**config.mk**
```make
export PLATFORM = sky130hd
export DESIGN_NAME = analog_stick_trigger_conditioner
export DESIGN_NICKNAME = d
export VERILOG_FILES = /design/src/design/astc_pkg.sv /design/src/design/astc_divider.sv /design/src/design/analog_stick_trigger_conditioner.sv
export SDC_FILE = /design/constraint.sdc
export NUM_CORES = 2
export LEC_CHECK = 0
export BUFFER_PORTS_ARGS = -buffer_cell sky130_fd_sc_hd__buf_2
export CORE_ASPECT_RATIO = 0.7
export CORE_MARGIN = 2
export CORE_UTILIZATION = 40
export CTS_CLUSTER_DIAMETER = 50
export DETAILED_ROUTE_END_ITERATION = 7
export GPL_TIMING_DRIVEN = 0
export SLEW_MARGIN = 5
export SYNTH_ARGS = -nofsm -noshare
export SYNTH_HDL_FRONTEND = slang
export SYNTH_SLANG_ARGS = --single-unit
```
**constraint.sdc**
```tcl
create_clock -name clock -period 20.9 [get_ports clock]
set_input_delay 4.18 -clock clock [delete_from_list [all_inputs] [get_ports clock]]
set_output_delay 4.18 -clock clock [all_outputs]
set_load 0.05 [all_outputs]
```
**src/design/astc_pkg.sv**
```systemverilog
`timescale 1ns / 1ps
// ----------------------------------------------------------------------------
// astc_pkg
// Shared types and constants of the analog stick and trigger conditioner.
// ----------------------------------------------------------------------------
package astc_pkg;

   localparam int CHAN_W   = 2;
   localparam int SMP_W    = 12;
   localparam int LEVEL_W  = 12;
   localparam int STICK_W  = 8;
   localparam int PULL_W   = 8;
   localparam int ALPHA_W  = 9;
   localparam int FRAC_W   = 8;
   localparam int CAL_W    = 64;
   localparam int FIELD_W  = 16;
   localparam int NUM_CAL  = 4;
   localparam int DATA_W   = 64;
   localparam int ADDR_W   = 6;
   localparam int IDX_W    = 3;
   localparam int IDX_LSB  = 3;

   // iterative divider: numerator, divisor and quotient widths
   localparam int NUM_W    = 26;
   localparam int DEN_W    = 17;
   localparam int QUOT_W   = 8;
   localparam int STEP_W   = 4;
   localparam logic [STEP_W-1:0] STEP_TOP = 4'd8;

   localparam logic [CHAN_W-1:0]  INV_CH    = 2'd1;
   localparam logic [CHAN_W-1:0]  TRIG_CH   = 2'd2;

   localparam logic [ALPHA_W-1:0] ALPHA_ONE   = 9'd256;
   localparam logic [ALPHA_W-1:0] ALPHA_RESET = 9'd205;
   localparam logic [FRAC_W:0]    ROUND_HALF  = 9'd128;
   localparam logic [QUOT_W-1:0]  STICK_MAX   = 8'd127;
   localparam logic [QUOT_W-1:0]  PULL_MAX    = 8'd255;

   localparam logic [CAL_W-1:0] CAL_STICK_RESET = 64'h0064_0FFF_0000_0800;
   localparam logic [CAL_W-1:0] CAL_TRIG_RESET  = 64'h0032_0FFF_0000_0000;

   localparam logic [IDX_W-1:0] REG_ALPHA = 3'd0;
   localparam logic [IDX_W-1:0] REG_CAL0  = 3'd1;
   localparam logic [IDX_W-1:0] REG_CAL1  = 3'd2;
   localparam logic [IDX_W-1:0] REG_CAL2  = 3'd3;
   localparam logic [IDX_W-1:0] REG_CAL3  = 3'd4;

   typedef struct packed {
      logic [CHAN_W-1:0] chan;
      logic [SMP_W-1:0]  sample;
   } astc_req_type;

   typedef struct packed {
      logic [CHAN_W-1:0]         out_chan;
      logic [LEVEL_W-1:0]        level;
      logic signed [STICK_W-1:0] stick_pos;
      logic [PULL_W-1:0]         pull;
      logic                      dead;
   } astc_rsp_type;

   typedef struct packed {
      logic             start;
      logic [NUM_W-1:0] numer;
      logic [DEN_W-1:0] denom;
   } astc_div_cmd_type;

   typedef struct packed {
      logic              done;
      logic [QUOT_W-1:0] quot;
   } astc_div_res_type;

endpackage

```
**src/design/astc_divider.sv**
```systemverilog
`timescale 1ns / 1ps
// ----------------------------------------------------------------------------
// astc_divider
// Restoring divider with a saturating 8-bit quotient: one compare and
// subtract per cycle, first step detects a quotient of 256 or more.
// ----------------------------------------------------------------------------
module astc_divider
   import astc_pkg::*;
(
   input  logic             clock,
   input  logic             reset,
   input  astc_div_cmd_type cmd,
   output astc_div_res_type res
);

   logic                busy_ff;
   logic                done_ff;
   logic                sat_ff;
   logic [STEP_W-1:0]   step_ff;
   logic [NUM_W-1:0]    rem_ff;
   logic [DEN_W-1:0]    den_ff;
   logic [QUOT_W-1:0]   quot_ff;
   logic [NUM_W-1:0]    den_shift;
   logic [NUM_W:0]      trial;

   assign den_shift = NUM_W'(den_ff) << step_ff;
   assign trial     = {1'b0, rem_ff} - {1'b0, den_shift};

   always_ff @(posedge clock) begin
      if (reset) begin
         busy_ff <= 1'b0;
         done_ff <= 1'b0;
      end else begin
         done_ff <= 1'b0;
         if (cmd.start) begin
            busy_ff <= 1'b1;
            step_ff <= STEP_TOP;
            rem_ff  <= cmd.numer;
            den_ff  <= cmd.denom;
            quot_ff <= '0;
            sat_ff  <= 1'b0;
         end else if (busy_ff) begin
            if (!trial[NUM_W]) begin
               rem_ff <= trial[NUM_W-1:0];
               if (step_ff == STEP_TOP) begin
                  sat_ff <= 1'b1;
               end else begin
                  quot_ff[step_ff[IDX_W-1:0]] <= 1'b1;
               end
            end
            if (step_ff == '0) begin
               busy_ff <= 1'b0;
               done_ff <= 1'b1;
            end else begin
               step_ff <= step_ff - 1'b1;
            end
         end
      end
   end

   assign res.done = done_ff;
   assign res.quot = sat_ff ? PULL_MAX : quot_ff;

endmodule

```
**src/design/analog_stick_trigger_conditioner.sv**
```systemverilog
`timescale 1ns / 1ps
// ----------------------------------------------------------------------------
// analog_stick_trigger_conditioner
// Per-channel EMA filter of ADC samples, mapped to stick or trigger values.
// ----------------------------------------------------------------------------
// Usage:
//   req_* takes one beat per ADC sample (channel and raw value). rsp_* gives
//   one beat per sample: filtered level, stick value with deadzone flag, or
//   trigger pull. A channel at or above CHANNELS is taken and dropped.
//   Registers sit on the APB-style port at 8-byte spacing: alpha, then the
//   four calibration words.
//   One sample is worked on at a time. A shared multiplier forms the two EMA
//   products in turn, then a compare/subtract divider resolves the scaled
//   value. req_ready rises as the result enters the output register, so a
//   new sample is taken only once the previous one is finished.
//   If the receiver stalls, the finished result waits in the sequencer until
//   the output register frees; no further sample is taken meanwhile.
//   Reset restores the register defaults and marks every channel unseeded:
//   the next sample of a channel seeds its average directly.
// ----------------------------------------------------------------------------
module analog_stick_trigger_conditioner
   import astc_pkg::*;
#(
   parameter int CHANNELS    = 4,
   parameter int SAMPLE_BITS = 12
)
(
   input  logic              clock,
   input  logic              reset,
   input  logic              req_valid,
   output logic              req_ready,
   input  astc_req_type      req_data,
   output logic              rsp_valid,
   input  logic              rsp_ready,
   output astc_rsp_type      rsp_data,
   input  logic              psel,
   input  logic              penable,
   input  logic              pwrite,
   input  logic [ADDR_W-1:0] paddr,
   input  logic [DATA_W-1:0] pwdata,
   output logic [DATA_W-1:0] prdata,
   output logic              pready
);

   localparam int CH_W  = $clog2(CHANNELS);
   localparam int AVG_W = SAMPLE_BITS + FRAC_W;
   localparam int MUL_W = ALPHA_W + AVG_W;
   localparam int SW    = 19;

   typedef enum logic [2:0] {
      S_IDLE, S_MUL_NEW, S_MUL_OLD, S_SUM, S_PREP, S_DECIDE, S_DIV, S_FIN
   } state_type;

   state_type              state_ff;
   logic [CHAN_W-1:0]      chan_ff;
   logic [SAMPLE_BITS-1:0] smp_ff;
   logic [SAMPLE_BITS-1:0] level_ff;
   logic [AVG_W-1:0]       avg_ff [CHANNELS];
   logic [CHANNELS-1:0]    seeded_ff;
   logic [MUL_W-1:0]       mul_ff;
   logic [MUL_W-1:0]       term_ff;
   logic signed [SW-1:0]   offs_ff;
   logic signed [SW-1:0]   rng_pos_ff;
   logic signed [SW-1:0]   rng_neg_ff;
   logic signed [SW-1:0]   trig_rng_ff;
   logic signed [SW-1:0]   trig_diff_ff;
   logic signed [SW-1:0]   dz_ff;
   logic                   neg_ff;
   logic signed [STICK_W-1:0] res_stick_ff;
   logic [PULL_W-1:0]      res_pull_ff;
   logic                   res_dead_ff;
   logic                   rsp_valid_ff;
   astc_rsp_type           rsp_ff;

   logic [ALPHA_W-1:0]     alpha_ff;
   logic [CAL_W-1:0]       cal_ff [NUM_CAL];

   logic [CH_W-1:0]        idx;
   logic                   chan_ok;
   logic [ALPHA_W-1:0]     alpha_eff;
   logic [ALPHA_W-1:0]     mul_a;
   logic [AVG_W-1:0]       mul_b;
   logic [MUL_W-1:0]       mul_p;
   logic [MUL_W-1:0]       avg_sum;
   logic [AVG_W-1:0]       avg_in;
   logic [CAL_W-1:0]       cal_cur;
   logic signed [SW-1:0]   lvl_s;
   logic signed [SW-1:0]   cen_s;
   logic signed [SW-1:0]   min_s;
   logic signed [SW-1:0]   max_s;
   logic signed [SW-1:0]   dz_s;
   logic signed [SW-1:0]   diff_s;
   logic signed [SW-1:0]   mag;
   logic signed [SW-1:0]   excess;
   logic signed [SW-1:0]   stick_rng;
   logic                   is_trig;
   logic                   in_dead;
   logic                   go_trig;
   logic                   go_stick;
   logic [NUM_W-1:0]       stick_num;
   logic [NUM_W-1:0]       trig_num;
   logic [QUOT_W-1:0]      stick_mag;
   astc_div_cmd_type       div_cmd;
   astc_div_res_type       div_res;

   // ---- register file ----
   always_ff @(posedge clock) begin
      if (reset) begin
         alpha_ff  <= ALPHA_RESET;
         cal_ff[0] <= CAL_STICK_RESET;
         cal_ff[1] <= CAL_STICK_RESET;
         cal_ff[2] <= CAL_TRIG_RESET;
         cal_ff[3] <= CAL_STICK_RESET;
      end else if (psel && penable && pwrite) begin
         case (paddr[ADDR_W-1:IDX_LSB])
            REG_ALPHA: alpha_ff  <= pwdata[ALPHA_W-1:0];
            REG_CAL0:  cal_ff[0] <= pwdata;
            REG_CAL1:  cal_ff[1] <= pwdata;
            REG_CAL2:  cal_ff[2] <= pwdata;
            REG_CAL3:  cal_ff[3] <= pwdata;
            default: ;
         endcase
      end
   end

   always_comb begin
      case (paddr[ADDR_W-1:IDX_LSB])
         REG_ALPHA: prdata = DATA_W'(alpha_ff);
         REG_CAL0:  prdata = cal_ff[0];
         REG_CAL1:  prdata = cal_ff[1];
         REG_CAL2:  prdata = cal_ff[2];
         REG_CAL3:  prdata = cal_ff[3];
         default:   prdata = '0;
      endcase
   end

   assign pready = 1'b1;

   // ---- filter datapath ----
   assign idx       = CH_W'(chan_ff);
   assign chan_ok   = int'(req_data.chan) < CHANNELS;
   assign alpha_eff = (alpha_ff > ALPHA_ONE) ? ALPHA_ONE : alpha_ff;
   assign mul_a     = (state_ff == S_MUL_NEW) ? alpha_eff : ALPHA_ONE - alpha_eff;
   assign mul_b     = (state_ff == S_MUL_NEW) ? AVG_W'(smp_ff) : avg_ff[idx];
   assign mul_p     = MUL_W'(mul_a) * MUL_W'(mul_b);
   assign avg_sum   = term_ff + ((mul_ff + MUL_W'(ROUND_HALF)) >> FRAC_W);
   assign avg_in    = avg_sum[AVG_W-1:0];

   // ---- mapping datapath ----
   assign cal_cur = cal_ff[chan_ff];
   assign lvl_s   = $signed(SW'(level_ff));
   assign cen_s   = SW'($signed(cal_cur[FIELD_W-1:0]));
   assign min_s   = SW'($signed(cal_cur[2*FIELD_W-1:FIELD_W]));
   assign max_s   = SW'($signed(cal_cur[3*FIELD_W-1:2*FIELD_W]));
   assign dz_s    = SW'($signed(cal_cur[4*FIELD_W-1:3*FIELD_W]));
   assign diff_s  = lvl_s - cen_s;

   assign is_trig   = (chan_ff == TRIG_CH);
   assign mag       = (offs_ff < 0) ? -offs_ff : offs_ff;
   assign in_dead   = (mag <= dz_ff);
   assign excess    = mag - dz_ff;
   assign stick_rng = (offs_ff > 0) ? rng_pos_ff : rng_neg_ff;
   assign go_trig   = (trig_rng_ff > 0) && (trig_diff_ff > 0);
   assign go_stick  = !in_dead && (stick_rng > 0);
   assign stick_num = NUM_W'(excess[DEN_W-1:0]) * NUM_W'(STICK_MAX);
   assign trig_num  = NUM_W'(trig_diff_ff[DEN_W-1:0]) * NUM_W'(PULL_MAX);

   assign div_cmd.start = (state_ff == S_DECIDE) && (is_trig ? go_trig : go_stick);
   assign div_cmd.numer = is_trig ? trig_num : stick_num;
   assign div_cmd.denom = is_trig ? trig_rng_ff[DEN_W-1:0] : stick_rng[DEN_W-1:0];

   assign stick_mag = (div_res.quot > STICK_MAX) ? STICK_MAX : div_res.quot;

   astc_divider u_div (
      .clock (clock),
      .reset (reset),
      .cmd   (div_cmd),
      .res   (div_res)
   );

   // ---- sequencer ----
   always_ff @(posedge clock) begin
      if (reset) begin
         state_ff     <= S_IDLE;
         seeded_ff    <= '0;
         rsp_valid_ff <= 1'b0;
      end else begin
         if (rsp_valid_ff && rsp_ready && (state_ff != S_FIN)) begin
            rsp_valid_ff <= 1'b0;
         end
         case (state_ff)
            S_IDLE: begin
               if (req_valid) begin
                  chan_ff <= req_data.chan;
                  smp_ff  <= SAMPLE_BITS'(req_data.sample);
                  if (chan_ok) begin
                     state_ff <= S_MUL_NEW;
                  end
               end
            end
            S_MUL_NEW: begin
               if (seeded_ff[idx]) begin
                  mul_ff   <= mul_p;
                  state_ff <= S_MUL_OLD;
               end else begin
                  avg_ff[idx]    <= {smp_ff, FRAC_W'(0)};
                  seeded_ff[idx] <= 1'b1;
                  level_ff       <= smp_ff;
                  state_ff       <= S_PREP;
               end
            end
            S_MUL_OLD: begin
               term_ff  <= mul_ff;
               mul_ff   <= mul_p;
               state_ff <= S_SUM;
            end
            S_SUM: begin
               avg_ff[idx] <= avg_in;
               level_ff    <= avg_in[AVG_W-1:FRAC_W];
               state_ff    <= S_PREP;
            end
            S_PREP: begin
               offs_ff      <= (chan_ff == INV_CH) ? -diff_s : diff_s;
               rng_pos_ff   <= max_s - cen_s - dz_s;
               rng_neg_ff   <= cen_s - dz_s - min_s;
               trig_rng_ff  <= max_s - min_s;
               trig_diff_ff <= max_s - lvl_s;
               dz_ff        <= dz_s;
               state_ff     <= S_DECIDE;
            end
            S_DECIDE: begin
               neg_ff       <= !(offs_ff > 0);
               res_stick_ff <= '0;
               res_pull_ff  <= '0;
               res_dead_ff  <= !is_trig && in_dead;
               state_ff     <= div_cmd.start ? S_DIV : S_FIN;
            end
            S_DIV: begin
               if (div_res.done) begin
                  if (is_trig) begin
                     res_pull_ff <= div_res.quot;
                  end else begin
                     res_stick_ff <= neg_ff ? $signed(8'd0 - stick_mag) : $signed(stick_mag);
                  end
                  state_ff <= S_FIN;
               end
            end
            S_FIN: begin
               if (!rsp_valid_ff || rsp_ready) begin
                  rsp_ff.out_chan  <= chan_ff;
                  rsp_ff.level     <= LEVEL_W'(level_ff);
                  rsp_ff.stick_pos <= res_stick_ff;
                  rsp_ff.pull      <= res_pull_ff;
                  rsp_ff.dead      <= res_dead_ff;
                  rsp_valid_ff     <= 1'b1;
                  state_ff         <= S_IDLE;
               end
            end
            default: state_ff <= S_IDLE;
         endcase
      end
   end

   assign req_ready = (state_ff == S_IDLE);
   assign rsp_valid = rsp_valid_ff;
   assign rsp_data  = rsp_ff;

endmodule

```
# After elaboration in Yosys (flattened, before gate mapping)
# Memories as Yosys holds them, arrays and structs flattened. A register that Yosys moved wholly into a read port is not among the register bits.
# Cells that the tools add are included.
[classes] n_lt_le_gt_ge=12 n_bitwise=10 n_eq_ne=25 shifts=1 multipliers=3 reduce_logical=41 n_mux=85 addsub=16
[op_table] operator="64-bit case mux with 5 select lines" n=1
[op_table] operator="64-bit 2-to-1 mux" n=4
[op_table] operator="8-bit 2-to-1 mux" n=10
[op_table] operator="26-bit 2-to-1 mux" n=3
[op_table] operator="19-bit 2-to-1 mux" n=3
[op_table] operator="28-bit case mux with 2 select lines" n=1
[op_table] operator="16-bit by 16-bit subtractor with 17-bit output" n=3
[op_table] operator="1-bit 2-to-1 mux" n=40
[op_table] operator="20-bit 2-to-1 mux" n=2
[op_table] operator="19-bit by 1-bit > comparator with 1-bit output (second input constant)" n=2
[op_table] operator="17-bit by 16-bit subtractor with 18-bit output" n=2
[op_table] operator="17-bit by 1-bit > comparator with 1-bit output (second input constant)" n=2
[op_table] operator="8-bit case mux with 2 select lines" n=2
[op_table] operator="28-bit by 8-bit adder with 28-bit output (second input constant)" n=1
[op_table] operator="9-bit by 20-bit multiplier with 28-bit output" n=1
[op_table] operator="28-bit 2-to-1 mux" n=1
[op_table] operator="26-bit by 26-bit subtractor with 27-bit output" n=1
[op_table] operator="17-bit by 4-bit left shift with 26-bit output" n=1
[op_table] operator="17-bit by 8-bit multiplier with 25-bit output (second input constant)" n=1
[op_table] operator="25-bit 2-to-1 mux" n=1
[op_table] operator="17-bit by 7-bit multiplier with 24-bit output (second input constant)" n=1
[op_table] operator="12-bit case mux with 2 select lines" n=1
[op_table] operator="3-bit case mux with 8 select lines" n=1
[op_table] operator="3-bit AND reduction" n=7
[op_table] operator="48 further kinds" n=101
[totals] out_inout_bits=98 register_bits=305 ram_bits=336 memories=2 wordCells=226 in_bits=91
[mem_list] memory="cal_ff" words=4 width=64 rd=5 rd_ports_with_merged_regs=1 wr=4 line="analog_stick_trigger_conditioner.sv:76" rtl="logic [CAL_W-1:0] cal_ff [NUM_CAL];"
[mem_list] memory="avg_ff" words=4 width=20 rd=1 rd_ports_with_merged_regs=1 wr=1 line="analog_stick_trigger_conditioner.sv:58" rtl="logic [AVG_W-1:0] avg_ff [CHANNELS];"

# Logic depth before layout (Yosys ltp)
[logic_depth] depth_word=9 mapped_depth=35 depth_no_buf=34

# Cells and area by module
# Synthesis repeated with hierarchy kept, for this count alone.
[hier_totals] hier_cells=4405 hier_area_um2=47677.0
[modules_own_cells] mod="analog_stick_trigger_conditioner" cells_per_inst=3902 seq_area_each_um2=17316.6 instances=1 area_per_inst_um2=43106.3
[modules_own_cells] mod="astc_divider" cells_per_inst=503 seq_area_each_um2=1721.7 instances=1 area_per_inst_um2=4570.6

# Worst setup path before layout
# OpenSTA, ideal clock, no wires.
[synth_path] path_kind="input port to flip-flop" startpoint="in reset" endpoint="reg dz_ff[0] (enable)" setup_time_ns=0.697 required_time_ns=20.203 t_arrival_ns=11.474 path_buffers=0 path_stages=2 path_slack_ns=8.728 cell_sequence="nand2b_1 nor3_1"
[synth_between] elab_chain_cells=2
[synth_rtl] element="from (decl)" line="analog_stick_trigger_conditioner.sv:29" rtl="input logic reset,"
[synth_rtl] element="1-bit NOT (no line)"
[synth_rtl] element="2-bit AND reduction (no line)"
[synth_rtl] element="to (signal assigned)" line="analog_stick_trigger_conditioner.sv:228" rtl="dz_ff <= dz_s;"
[synth_rtl] element="to (decl)" line="analog_stick_trigger_conditioner.sv:67" rtl="logic signed [SW-1:0] dz_ff;"
# No other way between the ends.
# A chain may end at the register's enable or synchronous reset.

# Final worst setup path
[layout_path] startpoint="in paddr[5]" endpoint="out prdata[55]"
[layout_between] elab_chain_cells=2 word_cells_on_any_way=6 cone_classes="eq/ne: 4; mux: 1; reduce/logical: 1"
[layout_rtl] element="from (decl)" line="analog_stick_trigger_conditioner.sv:39" rtl="input logic [ADDR_W-1:0] paddr,"
[layout_rtl] element="3-bit == test (tied with other cells)" line="analog_stick_trigger_conditioner.sv:127" rtl="case (paddr[ADDR_W-1:IDX_LSB])"
[layout_rtl] element="64-bit case mux with 5 select lines *" line="analog_stick_trigger_conditioner.sv:127"
[layout_rtl] element="to (decl)" line="analog_stick_trigger_conditioner.sv:41" rtl="output logic [DATA_W-1:0] prdata,"
# Every way passes the cells marked *; elsewhere a longest branch is shown, timed or not.

==> impl_results.md <==
- Outcome: finished, final reports clean
- Number of enable flip-flop cells after synthesis: 620
- DRT iter0 DRCs: 3574
- First-pass GRT wire length: 210900 um
- Largest area contributor in the netlist: edfxtp_1
- Clk pin slew, worst setup/hold paths: 0.05 ns
- Post-Synth XOR/XNOR Area: 0.04968
- Ys flop type: edfxtp_1
- Synth Area per Inst: 10.90 um^2
- Worst Path Arrival: 6.95 ns
- Vias: 34010
- Routed Wire Length: 141100 um
- Layout net count: 5269
- Asr flop ratio synth: 0
- Antenna-violating nets left: 0
- Pins Over Slew Limit: 0
- H-Tree Depth: 3
- Post-synth top area share: 0.3963
- Initial Utilization: 0.4022
- Place WS: 9.860 ns
- Worst Hold Class: flip-flop to flip-flop
- Hold_ws: 0.4166 ns
- Post-CTS resize count: 0
- Top-count cell post-synth: edfxtp_1
- Worst hold path cell count: 0
- Synth Area in Compound Gates: 0.1068
- Clock Latency Late Sink: 0.71 ns
- Hold_sp: res_pull_ff[5]
- Final Setup Violations: 0
- Fmax: 89.84 MHz
- Via density: 5.470
- Post-CTS Hold Fix Bufs: 0
- WP data required: 16.72 ns
- Routed WL per cell: 22.70 um
- Maxcap violations: 0
- CTS tree: built
- WHS Endpoint: rsp_data[6]
- Synth unique cells: 81
- Post-synthesis simple-gate area fraction: 0.1291
- Share of layout cells above drive strength 1: 0.1006
- Crit Path Class: input pin to output pin
- Total gr overflow: 0
- Synth cell count leaders: 620 x edfxtp_1, 496 x inv_1, 350 x nand2_1, 300 x ha_1, 296 x nor2_1
- Final min period: 11.13 ns
- CTS max path bufs: 3
- Clk sinks: 641
- Total core area: 116800 um^2
- Reg2reg setup slack: 11.05 ns
- CTS root buffer: clkbuf_16
- Routability Congestion: 0.9534
- Main combinational cell family by area after synthesis: adder cells
- DRT Pass-1 Iters: 5
- Fillers: 10820
- Syn_nets: 4980
- Worst setup EP type: output pin
- Worst setup margin: 9.769 ns
- Rel. slew slack: 0.04052
- Top post-synthesis cells by area: edfxtp_1 40%, fa_1 12%, ha_1 8.0%
- Synth Register Bits: 641
- Area share of fa/ha/maj cells after synthesis: 0.1986
- Die W: 413.6 um
- I/O pin count: 189
- Fin Setup TNS: 0 ns
- DP HPWL: 112800 um
- IO Port Bufs: 183
- Initial antenna violation count: 17
- Die area: 120200 um^2
- Slew of the pin with the lowest slew margin: 1.399 ns
- Vias in the first global route: 33000
- Mux cell area share after synthesis: 0.05753
- Clk_skew: 0.06964 ns
- Yosys synthesis warning count: 0
- Mapped Area: 46980 um^2
- Synth Instances: 4311
- Row count: 105
- P&R area growth vs syn: 12.60%
- Post-CTS Setup Bufs: 0
- Fin. Hold Viols: 0
- CP max FO: 10
- Util after Layout: 0.4529
- Worst reg2reg path depth: 23
- Seq/Total Area, Yosys: 0.4053
- CP Launch Type: input pin
- GRT Util Overall: 0.2349
- Worst r2r dst: mul_ff[27]
- Pin count of the biggest net entering global routing: 50
- RSZ-0062 raised after global routing: no
- Total CTS buffers: 76
- Final Cycle Share: 0.5326
- DRC: 0
- Die Y: 290.7 um
## layout make-up
| cell class | instances | area, um^2 | share of cell area |
|---|---|---|---|
| tap | 1551 | 1941 | 0.03669 |
| clock inverter | 48 | 618.1 | 0.01169 |
| inverter | 497 | 1866 | 0.03527 |
| antenna | 5 | 12.51 | 0.0002366 |
| clock buffer | 91 | 1968 | 0.03721 |
| buffer | 161 | 621.8 | 0.01176 |
| sequential | 641 | 19040 | 0.3599 |
| multi-input combinational | 3012 | 25560 | 0.4832 |
| timing repair buffer | 211 | 1269 | 0.02399 |
## worst max-delay path, cell delays in order
cell and delay, ns:
buf_2 0.13, nand2b_1 0.22, clkbuf_1 0.29, nor2_1 0.21
clkbuf_1 0.64, clkbuf_1 0.54, a22oi_1 0.18, nand2_1 0.23
buf_2 0.31
## worst max-delay path by stage
stage / startpoint / end / slack, ns / depth (start not counted)
CTS: paddr[5] / prdata[58] / 9.85 / 9
floorplan: reset / dz_ff[0] / 8.73 / 2
detailed placement: paddr[5] / prdata[58] / 9.86 / 9
global placement: reset / offs_ff[0] / 5.02 / 3
global route: paddr[5] / prdata[55] / 9.75 / 9
finish: paddr[5] / prdata[55] / 9.77 / 9
## layout by cell type, fill, tap and decap left out, types with 43 or more instances in the layout
cell,netlist,layout
edfxtp_1,620,620
inv_1,496,496
nand2_1,350,350
ha_1,300,300
nor2_1,296,292
fa_1,278,278
and2_1,217,217
xnor2_1,194,194
o21ai_0,188,188
buf_2,4,187
a21oi_1,171,171
clkbuf_1,131,144
a22oi_1,115,115
nand2b_1,114,114
mux4_2,87,87
clkbuf_16,0,76
xor2_1,68,68
a21o_1,65,65
mux2i_1,60,60
nor2b_1,47,47
nand3_1,45,45
nor3_1,47,43
## cell families (layout without fill, tap and decap cells)
| kind of cell | count (synthesis) | in the layout |
|---|---|---|
| flops | 641 | 641 |
| simple gates | 1240 | 1240 |
| buf+inv | 658 | 1008 |
| mux | 157 | 157 |
| fa+ha+maj | 579 | 579 |
| xor+xnor | 264 | 264 |
| other cells | 1 | 6 |
| compound gates | 771 | 771 |
## routing by layer
layer,vias to the layer above,track usage,wire [um]
met5,-,0,92
met4,16,0.04905,2868
met3,168,0.04547,12130
met2,1321,0.3372,59100
met1,16850,0.3649,66910
li1,15650,-,-
## metrics by stage
stage	cells	instance area, um^2
final	6217	52890
after global routing	6214	52880
after CTS	6212	52870
after detailed placement	6073	50290
after global placement	6045	49830
after floorplan	4311	46980
## state kept, by name (all words and copies together), names as in the netlist, 16 cells and up, named ones only
register      flops
cal_ff          256
avg_ff           80
rsp_data         31
mul_ff           28
u_div.rem_ff     26
term_ff          20
offs_ff          19
rng_neg_ff       18
rng_pos_ff       18
trig_diff_ff     17
trig_rng_ff      17
u_div.den_ff     17
dz_ff            16
Power is not shown: default switching activity piles up to over one toggle a cycle in this logic, so the estimate is an artifact.
